File: config.mk
export PLATFORM = sky130hd
export DESIGN_NAME = spff_back
export DESIGN_NICKNAME = d
export VERILOG_FILES = /design/src/hdl/spff_pkg.sv /design/src/hdl/spff_div.sv /design/src/hdl/spff_back.sv
export SDC_FILE = /design/constraint.sdc
export NUM_CORES = 1
export LEC_CHECK = 0
export BUFFER_PORTS_ARGS = -buffer_cell sky130_fd_sc_hd__buf_2
export CAP_MARGIN = 20
export CORE_MARGIN = 2
export CORE_UTILIZATION = 60
export CTS_BUF_LIST = sky130_fd_sc_hd__clkbuf_4
export DETAILED_ROUTE_END_ITERATION = 6
export HOLD_SLACK_MARGIN = 0.05
export PLACE_DENSITY = 0.82
export SKIP_CTS_REPAIR_TIMING = 1
export SLEW_MARGIN = 20
export SYNTH_ARGS = -nofsm -noshare
export SYNTH_HDL_FRONTEND = slang
export SYNTH_SLANG_ARGS = --single-unit
export TNS_END_PERCENT = 30
File: constraint.sdc
create_clock -name clk -period 5.88 [get_ports clk]
set_input_delay 1.47 -clock clk [delete_from_list [all_inputs] [get_ports clk]]
set_output_delay 1.47 -clock clk [all_outputs]
set_load 0.05 [all_outputs]
File: src/hdl/spff_pkg.sv
package spff_pkg;

  // Width of values, factors and table entries
  localparam int VAL_W = 16;

  // Queue between front and back
  localparam int QDEPTH = 4;
  localparam int QAW    = 2;

  // Divider: quotient bits retired per cycle and cycles per divide
  localparam int DIV_BITS_PER_CYC = 2;
  localparam int DIV_CYCLES       = VAL_W / DIV_BITS_PER_CYC;

  // One queued item: the value and whether it needs no factoring
  typedef struct packed {
    logic [VAL_W-1:0] value;
    logic             trivial;
  } item_t;

  // Queue head as seen by the back end
  typedef struct packed {
    logic  valid;
    item_t item;
  } qhead_t;

endpackage

File: src/hdl/spff_div.sv
module spff_div import spff_pkg::*; (
  input  logic             clk,
  input  logic             rst_n,
  input  logic             start,
  input  logic [VAL_W-1:0] dividend,
  input  logic [VAL_W-1:0] divisor,
  output logic             done,
  output logic [VAL_W-1:0] quotient
);

  localparam int CW = $clog2(DIV_CYCLES);

  logic [VAL_W-1:0] rem_r, rem_nxt;
  logic [VAL_W-1:0] dq_r, dq_nxt;
  logic [VAL_W-1:0] dvs_r;
  logic [CW-1:0]    cnt_r;
  logic             busy_r;
  logic             done_r;
  logic [VAL_W:0]   trial;

  // Restoring division, two quotient bits per cycle
  always_comb begin
    rem_nxt = rem_r;
    dq_nxt  = dq_r;
    trial   = '0;
    for (int k = 0; k < DIV_BITS_PER_CYC; k++) begin
      trial = {rem_nxt, dq_nxt[VAL_W-1]};
      if (trial >= {1'b0, dvs_r}) begin
        rem_nxt = VAL_W'(trial - {1'b0, dvs_r});
        dq_nxt  = {dq_nxt[VAL_W-2:0], 1'b1};
      end else begin
        rem_nxt = trial[VAL_W-1:0];
        dq_nxt  = {dq_nxt[VAL_W-2:0], 1'b0};
      end
    end
  end

  always_ff @(posedge clk) begin
    if (!rst_n) begin
      busy_r <= 1'b0;
      done_r <= 1'b0;
    end else begin
      done_r <= busy_r && (cnt_r == CW'(DIV_CYCLES - 1));
      if (start) begin
        busy_r <= 1'b1;
      end else if (busy_r && (cnt_r == CW'(DIV_CYCLES - 1))) begin
        busy_r <= 1'b0;
      end
    end
    if (start) begin
      rem_r <= '0;
      dq_r  <= dividend;
      dvs_r <= divisor;
      cnt_r <= '0;
    end else if (busy_r) begin
      rem_r <= rem_nxt;
      dq_r  <= dq_nxt;
      cnt_r <= cnt_r + 1'b1;
    end
  end

  assign done     = done_r;
  assign quotient = dq_r;

endmodule

File: src/hdl/spff_back.sv
module spff_back import spff_pkg::*; (
  input  logic             clk,
  input  logic             rst_n,
  input  qhead_t           head,
  output logic             pop,
  output logic             rd_en,
  output logic [VAL_W-1:0] rd_addr,
  input  logic [VAL_W-1:0] rd_data,
  output logic             out_valid,
  input  logic             out_ready,
  output logic [VAL_W-1:0] out_factor,
  output logic             out_last,
  output logic             out_no_factors
);

  localparam logic [2:0] S_IDLE = 3'd0;
  localparam logic [2:0] S_READ = 3'd1;
  localparam logic [2:0] S_LOOK = 3'd2;
  localparam logic [2:0] S_DIV  = 3'd3;
  localparam logic [2:0] S_EMIT = 3'd4;

  logic [2:0]       state_r, state_nxt;
  logic [VAL_W-1:0] rest_r, rest_nxt;
  logic [VAL_W-1:0] f_r, f_nxt;
  logic [VAL_W-1:0] q_r, q_nxt;
  logic             none_r, none_nxt;
  logic             div_start;
  logic             div_done;
  logic [VAL_W-1:0] div_quo;
  logic             out_free;
  logic             load;
  logic             out_valid_r;
  logic [VAL_W-1:0] out_factor_r;
  logic             out_last_r;
  logic             out_no_factors_r;

  spff_div u_div (
    .clk      (clk),
    .rst_n    (rst_n),
    .start    (div_start),
    .dividend (rest_r),
    .divisor  (rd_data),
    .done     (div_done),
    .quotient (div_quo)
  );

  assign out_free = !out_valid_r || out_ready;

  // Factor loop: look up smallest factor, divide it out, emit, repeat
  always_comb begin
    state_nxt = state_r;
    rest_nxt  = rest_r;
    f_nxt     = f_r;
    q_nxt     = q_r;
    none_nxt  = none_r;
    pop       = 1'b0;
    rd_en     = 1'b0;
    div_start = 1'b0;
    load      = 1'b0;
    unique case (state_r)
      S_IDLE: begin
        if (head.valid) begin
          pop = 1'b1;
          if (head.item.trivial) begin
            f_nxt     = '0;
            q_nxt     = VAL_W'(1);
            none_nxt  = 1'b1;
            state_nxt = S_EMIT;
          end else begin
            rest_nxt  = head.item.value;
            none_nxt  = 1'b0;
            state_nxt = S_READ;
          end
        end
      end
      S_READ: begin
        rd_en     = 1'b1;
        state_nxt = S_LOOK;
      end
      S_LOOK: begin
        f_nxt     = rd_data;
        div_start = 1'b1;
        state_nxt = S_DIV;
      end
      S_DIV: begin
        if (div_done) begin
          q_nxt     = div_quo;
          state_nxt = S_EMIT;
        end
      end
      S_EMIT: begin
        if (out_free) begin
          load = 1'b1;
          if (q_r == VAL_W'(1)) begin
            state_nxt = S_IDLE;
          end else begin
            rest_nxt  = q_r;
            state_nxt = S_READ;
          end
        end
      end
      default: state_nxt = S_IDLE;
    endcase
  end

  assign rd_addr = rest_r;

  always_ff @(posedge clk) begin
    if (!rst_n) begin
      state_r <= S_IDLE;
    end else begin
      state_r <= state_nxt;
    end
    rest_r <= rest_nxt;
    f_r    <= f_nxt;
    q_r    <= q_nxt;
    none_r <= none_nxt;
  end

  // Output register: hold until transfer, load when free
  always_ff @(posedge clk) begin
    if (!rst_n) begin
      out_valid_r <= 1'b0;
    end else if (load) begin
      out_valid_r <= 1'b1;
    end else if (out_ready) begin
      out_valid_r <= 1'b0;
    end
    if (load) begin
      out_factor_r     <= f_r;
      out_last_r       <= (q_r == VAL_W'(1));
      out_no_factors_r <= none_r;
    end
  end

  assign out_valid      = out_valid_r;
  assign out_factor     = out_factor_r;
  assign out_last       = out_last_r;
  assign out_no_factors = out_no_factors_r;

endmodule

==> results.txt, run 1 <==
status = complete, no violations
dpl hpwl = 10.8 mm
clock power share = 0.134
num ports = 74
clock sink count = 124
fin. max-slew vios = 0
EDFF count, synth = 99
setup TNS = 0 ns
sequential share of power = 0.293
FF+latch count, synth = 124
Worst setup SP type = register
first-pass GRT wire length = 24.9 mm
CTS tree = yes
dpl cells = 804
largest area contributor in the netlist = edfxtp_1
Buf/Inv on CP = 1
Int Pwr = 2.23 mW
largest net degree at the start of global routing = 37
crit-path cells = inv_1 > ha_1 > a21oi_1 > o21ai_0 > a211oi_2 > o21ai_4 > mux2_2 > ha_1 > or2_1 > a21oi_2 > a31oi_4 > a21oi_2 > o31ai_4 > a221oi_2 > o21ai_4 > or3_1 > o2111a_1
Least-Margin Pin Slew = 0.833 ns
gpl congestion = 0.915
total number of vias = 4,977
drt first pass iters = 5
R2R cell count = 17
clk_skew = 0.0222 ns
H-tree depth = 4
CP delay by family, top = compound AO/OA/AOI/OAI gates
Final Core Density = 0.681
clk buf depth = 2
fin area = 7280 um2
Ant. Diodes = 0
Wirelength per Cell = 18.2 um
vias per cell = 5.95
WL final = 15.2 mm
GRT overflow = 0
initial antenna violation count = 0
vias in the first global route = 5,149
mean post-synth cell area = 10.8 um2
std cell rows = 38
# setup viols final = 0
dpl ws = 0.993 ns
crit end category = register
Area contributors post-synth = edfxtp_1 46%, dfxtp_1 7.7%, ha_1 6.5%
Post-DP Area = 7040 um2
Max Fanout on Critical Path = 27
top-area cell type share of the netlist area = 0.456
Worst EP required = 6.31 ns
Final Hold Fails = 0
Die Wd = 108 um
Distinct cells, synth = 65
Max Cap Viol = 0
clock slew at reported path FFs = 0.11 ns
count leader, synth = nand2_1
part of the power in combinational logic = 0.573
Core Area = 10,700 um2
Port-buffer cells = 73
total track usage = 0.279
final worst path period share = 0.846
min cycle time layout = 4.98 ns
CTS root buf = clkbuf_4
max incr delay on CP = 0.68 ns
layout cells sized above 1 = 0.204
P&R area growth vs syn = 11.7%
post-route ant nets = 0
crit path DAT = 5.41 ns
Synth top cells by count = 102 x nand2_1, 99 x edfxtp_1, 35 x nor2_1
Worst path slowest cell = o21ai_4
Mapped Cells = 605
NetSw = 1.76 mW
yosys warns = 0
leakage power = 3.04 nW
final net count = 756
cts bufs inserted = 17
Peak VDD IR = 0.405 mV
Pwr Density = 549 nW/um2
FMAX = 201 MHz
DRT iter0 DRCs = 331
Crit Path Class = register to register
hold path depth = 0
fraction of registers with async set/reset = 0
die area = 11,700 um2
synthesized area = 6520 um2
fin worst setup slack = 0.904 ns
Max-slew headroom = 0.444
Post-Syn Nets = 678
effective utilization at floorplan = 0.609
type of the most critical hold path = register to register
CP Depth = 17
Sw Share = 0.441
drt drc = 0
unrepaired setup endpoints after global routing = no
Final Non-Filler Cells = 836
Clock Latency Late Sink = 0.53 ns
Seq/Total Area, Yosys = 0.533
prevailing post-synth register cell = edfxtp_1
die extent in y = 108 um
==> logic make-up after synthesis <==
kind of cell / count (synthesis) / share of synthesized area
AND/OR/NAND/NOR: 238 / 0.176
flip-flops: 124 / 0.533
AO/OA/AOI/OAI: 112 / 0.124
buffers and inverters: 50 / 0.0301
adder cells (fa/ha/maj): 36 / 0.0714
XOR/XNOR: 27 / 0.0363
multiplexers: 18 / 0.0292
==> metrics by stage <==
stage | total power, mW | hold slack, ns
final | 4.00 | 0.429
after global routing | 4.25 | 0.431
after CTS | 3.97 | 0.427
after detailed placement | 3.43 | 0.405
after global placement | 3.37 | 0.401
after floorplan | 2.99 | 0.400
==> worst register-to-register path: stages (launching register included) <==
cell and delay (ns):
edfxtp_1 0.34, inv_1 0.06, ha_1 0.40, a21oi_1 0.16, o21ai_0 0.32, a211oi_2 0.11, o21ai_4 0.68, mux2_2 0.44
ha_1 0.34, or2_1 0.26, a21oi_2 0.20, a31oi_4 0.05, a21oi_2 0.26, o31ai_4 0.10, a221oi_2 0.37, o21ai_4 0.26
or3_1 0.42, o2111a_1 0.12
==> cell usage in the layout, fill, tap and decap left out, types with 4 or more instances in the layout <==
cell type  count
a21o_1         6
a21oi_1       34
a21oi_2        6
a31oi_1        4
and2_1        18
and3_1        19
buf_2         73
buf_4          8
clkbuf_4      19
clkinv_1       4
clkinv_2       4
dfxtp_1       25
edfxtp_1      99
ha_1          34
inv_1         27
mux2_2         8
mux2i_1       10
nand2_1      102
nand3_1       13
nand3b_1       5
nand4_1       11
nor2_1        35
nor2b_1        7
nor3_1         5
o211ai_1       5
o21a_1         5
o21ai_0       19
o22ai_1        5
or3_1          4
xnor2_1       20
xor2_1         7
==> flip-flops by register name, summed over array words and instances, names as in the netlist <==
name and cells:
f_r 16, none_r 1, out_factor 16, out_last 1
out_no_factors 1, out_valid 1, q_r 16, rd_addr 16
state_r 3, u_div.busy_r 1, u_div.cnt_r 3, u_div.done 1
u_div.dvs_r 16, u_div.quotient 16, u_div.rem_r 16
==> layer usage <==
metal	share of wire	global-route usage	up-vias	wire (um)
met3	0.064	0.0753	45	977
met2	0.50	0.478	215	7530
met5	0	0	-	0
met4	0.038	0.117	0	572
met1	0.40	0.332	2369	6100
li1	-	-	2348	-
==> cell type report <==
cell class                 instances  area, um2
sequential                       124       3470
fill                             811       3420
multi-input combinational        431       2860
timing repair buffer              81        425
tap                              140        175
clock buffer                      19        143
inverter                          28        105
clock inverter                    13        101
==> final timing paths <==
check	start	end	slack, ns
worst min register to register	f_r[4]	out_factor[4]	0.43
worst max-delay path	u_div.dvs_r[10]	u_div.rem_r[14]	0.90
worst max register to register	u_div.dvs_r[10]	u_div.rem_r[14]	0.90
worst min-delay path	f_r[4]	out_factor[4]	0.43
==> power groups by stage <==
stage / clock network [mW] / logic [mW] / registers [mW]
floorplan: 0 / 1.79 / 1.20
global placement: 0 / 2.19 / 1.18
detailed placement: 0 / 2.24 / 1.19
CTS: 0.539 / 2.26 / 1.17
global route: 0.576 / 2.49 / 1.18
finish: 0.535 / 2.29 / 1.17
(Power assumes the default switching activity.)
==> run 2: changes to the inputs <==
Settings changed: CORE_UTILIZATION 60 to 55, PLACE_DENSITY 0.82 to 0.79.
Clock period 5.88 ns to 4.4 ns, I/O delays scaled along.
==> run 2 against run 1 <==
Maximum frequency grew 15%. Sequential cell count is the same. Register-to-register slack lost 0.83 ns. Combinational power grew 62%. Power grew 53%. Final cell count grew 3.9%. Clock skew shrank 0.0069 ns. Die area grew 8.7%. Routed wire length grew 3.2%. Via count grew 0.72%. Non-clock buffer count grew 30. First-iteration DRC count grew 23%. Largest cell class unchanged.
==> results.txt, run 2 (synthesis gave the netlist of run 1 again) <==
status = complete, no violations (unchanged)
H-tree depth = 4 (unchanged)
dpl ws = -0.0104 ns (was 0.993 ns)
reg2reg start = u_div.quotient[15] (was u_div.dvs_r[10])
Max Cap Viol = 0 (unchanged)
max incr delay on CP = 0.42 ns (was 0.68 ns)
vias per cell = 5.77 (was 5.95)
final worst path period share = 0.983 (was 0.846)
P&R area growth vs syn = 19.1% (was 11.7%)
first-pass GRT wire length = 23.9 mm (was 24.9 mm)
Final Non-Filler Cells = 869 (was 836)
Max Fanout on Critical Path = 5 (was 27)
Clock Latency Late Sink = 0.55 ns (was 0.53 ns)
most common cell after layout, fill and taps aside = nand2_1 (unchanged)
initial antenna violation count = 0 (unchanged)
clk_skew = 0.0153 ns (was 0.0222 ns)
num ports = 74 (unchanged)
FMAX = 231 MHz (was 201 MHz)
DRT iter0 DRCs = 406 (was 331)
gpl congestion = 0.957 (was 0.915)
Max-slew headroom = 0.473 (was 0.444)
leakage power = 3.21 nW (was 3.04 nW)
WL final = 15.7 mm (was 15.2 mm)
drt first pass iters = 5 (unchanged)
dpl cells = 823 (was 804)
start point of the critical path = u_div.quotient[15] (was u_div.dvs_r[10])
Worst path slowest cell = edfxtp_1 (was o21ai_4)
final net count = 786 (was 756)
Port-buffer cells = 73 (unchanged)
crit path DAT = 4.78 ns (was 5.41 ns)
vias in the first global route = 4,947 (was 5,149)
post-route ant nets = 0 (unchanged)
Pwr Density = 785 nW/um2 (was 549 nW/um2)
CP delay by family, top = compound AO/OA/AOI/OAI gates (unchanged)
Ant. Diodes = 0 (unchanged)
clock slew at reported path FFs = 0.11 ns (about the same)
clk buf depth = 2 (unchanged)
fin. max-slew vios = 0 (unchanged)
CTS root buf = clkbuf_4 (unchanged)
clock sink count = 124 (unchanged)
# setup viols final = 0 (unchanged)
fin worst setup slack = 0.0755 ns (was 0.904 ns)
layout cells sized above 1 = 0.266 (was 0.204)
Peak VDD IR = 0.632 mV (was 0.405 mV)
Worst setup SP type = register (unchanged)
hold_sp = f_r[15] (was f_r[4])
std cell rows = 39 (was 38)
die extent in y = 113 um (was 108 um)
Worst EP required = 4.85 ns (was 6.31 ns)
crit end category = register (unchanged)
commonest cells after routing, fill and taps aside = 101 x nand2_1, 99 x edfxtp_1, 73 x buf_2 (was 102 x nand2_1, 99 x edfxtp_1, 73 x buf_2)
Core Area = 11,500 um2 (was 10,700 um2)
total number of vias = 5,013 (was 4,977)
Die Wd = 113 um (was 108 um)
GRT overflow = 0 (unchanged)
total track usage = 0.241 (was 0.279)
drt drc = 0 (unchanged)
Wirelength per Cell = 18.0 um (was 18.2 um)
dpl hpwl = 11.0 mm (was 10.8 mm)
min cycle time layout = 4.32 ns (was 4.98 ns)
Final Hold Fails = 0 (unchanged)
CTS tree = yes (unchanged)
Crit Path Class = register to register (unchanged)
cts bufs inserted = 17 (unchanged)
die area = 12,700 um2 (was 11,700 um2)
effective utilization at floorplan = 0.568 (was 0.609)
type of the most critical hold path = register to register (unchanged)
crit-path cells = inv_1 > ha_2 > nor3b_2 > o211ai_1 > a211oi_2 > o21ai_4 > buf_4 > nor2_1 > a21oi_1 > buf_4 > fa_1 > a211oi_2 > o21ai_0 > a31oi_1 > nor2b_1 > o21a_1 > o211ai_1 > or3_1 > nand4_1 > o2111a_1 (was inv_1 > ha_1 > a21oi_1 > o21ai_0 > a211oi_2 > o21ai_4 > mux2_2 > ha_1 > or2_1 > a21oi_2 > a31oi_4 > a21oi_2 > o31ai_4 > a221oi_2 > o21ai_4 > or3_1 > o2111a_1)
largest net degree at the start of global routing = 38 (was 37)
Buf/Inv on CP = 3 (was 1)
Least-Margin Pin Slew = 0.788 ns (was 0.833 ns)
run 2: changes by cell type in the layout (fill, tap and decap cells not counted), moves of 3 or more:
cell and change:
clkinv_2 -3, buf_4 +28, ha_4 +5, a21oi_4 +3
ha_2 +4, ha_1 -9, a21oi_1 -3
run 2: final timing paths:
path              depth (start not counted)  slack, ns         endpoint
setup / recovery                         20       0.08  u_div.rem_r[14]
hold / removal                            0       0.42   out_factor[15]
setup reg to reg                         20       0.08  u_div.rem_r[14]
hold reg to reg                           0       0.42   out_factor[15]
run 2: final cells by class:
| cell class | count | area, um2 |
|---|---|---|
| fill | 841 | 3700 |
| sequential | 124 | 3470 |
| multi-input combinational | 431 | 3040 |
| timing repair buffer | 111 | 683 |
| tap | 143 | 179 |
| clock inverter | 14 | 153 |
| clock buffer | 18 | 135 |
| inverter | 28 | 105 |
run 2: stage by stage:
step           power (mW)   util  setup TNS (ns)  hold WS, ns  instance area [um2]
6_report             6.10  0.677               0        0.424                 7760
4_1_cts              5.64  0.653          -0.141        0.427                 7490
3_5_place_dp         4.80  0.628         -0.0104        0.405                 7200
5_1_grt              6.45  0.677          -0.200        0.434                 7760
2_1_floorplan        3.99      -               0        0.400                 6520
3_3_place_gp         4.72  0.625               0        0.401                 7170
run 2: layer usage:
layer	track usage	share of wire
met4	0.0984	0.026
met3	0.0477	0.052
met5	0	0
met2	0.436	0.52
met1	0.280	0.40
run 2: report_power, final:
part | switching, mW | total (mW) | internal, mW | leakage, nW
combinational | 1.99 | 3.70 | 1.71 | 1.94
sequential | 0.125 | 1.58 | 1.45 | 1.13
clock | 0.431 | 0.820 | 0.389 | 0.142
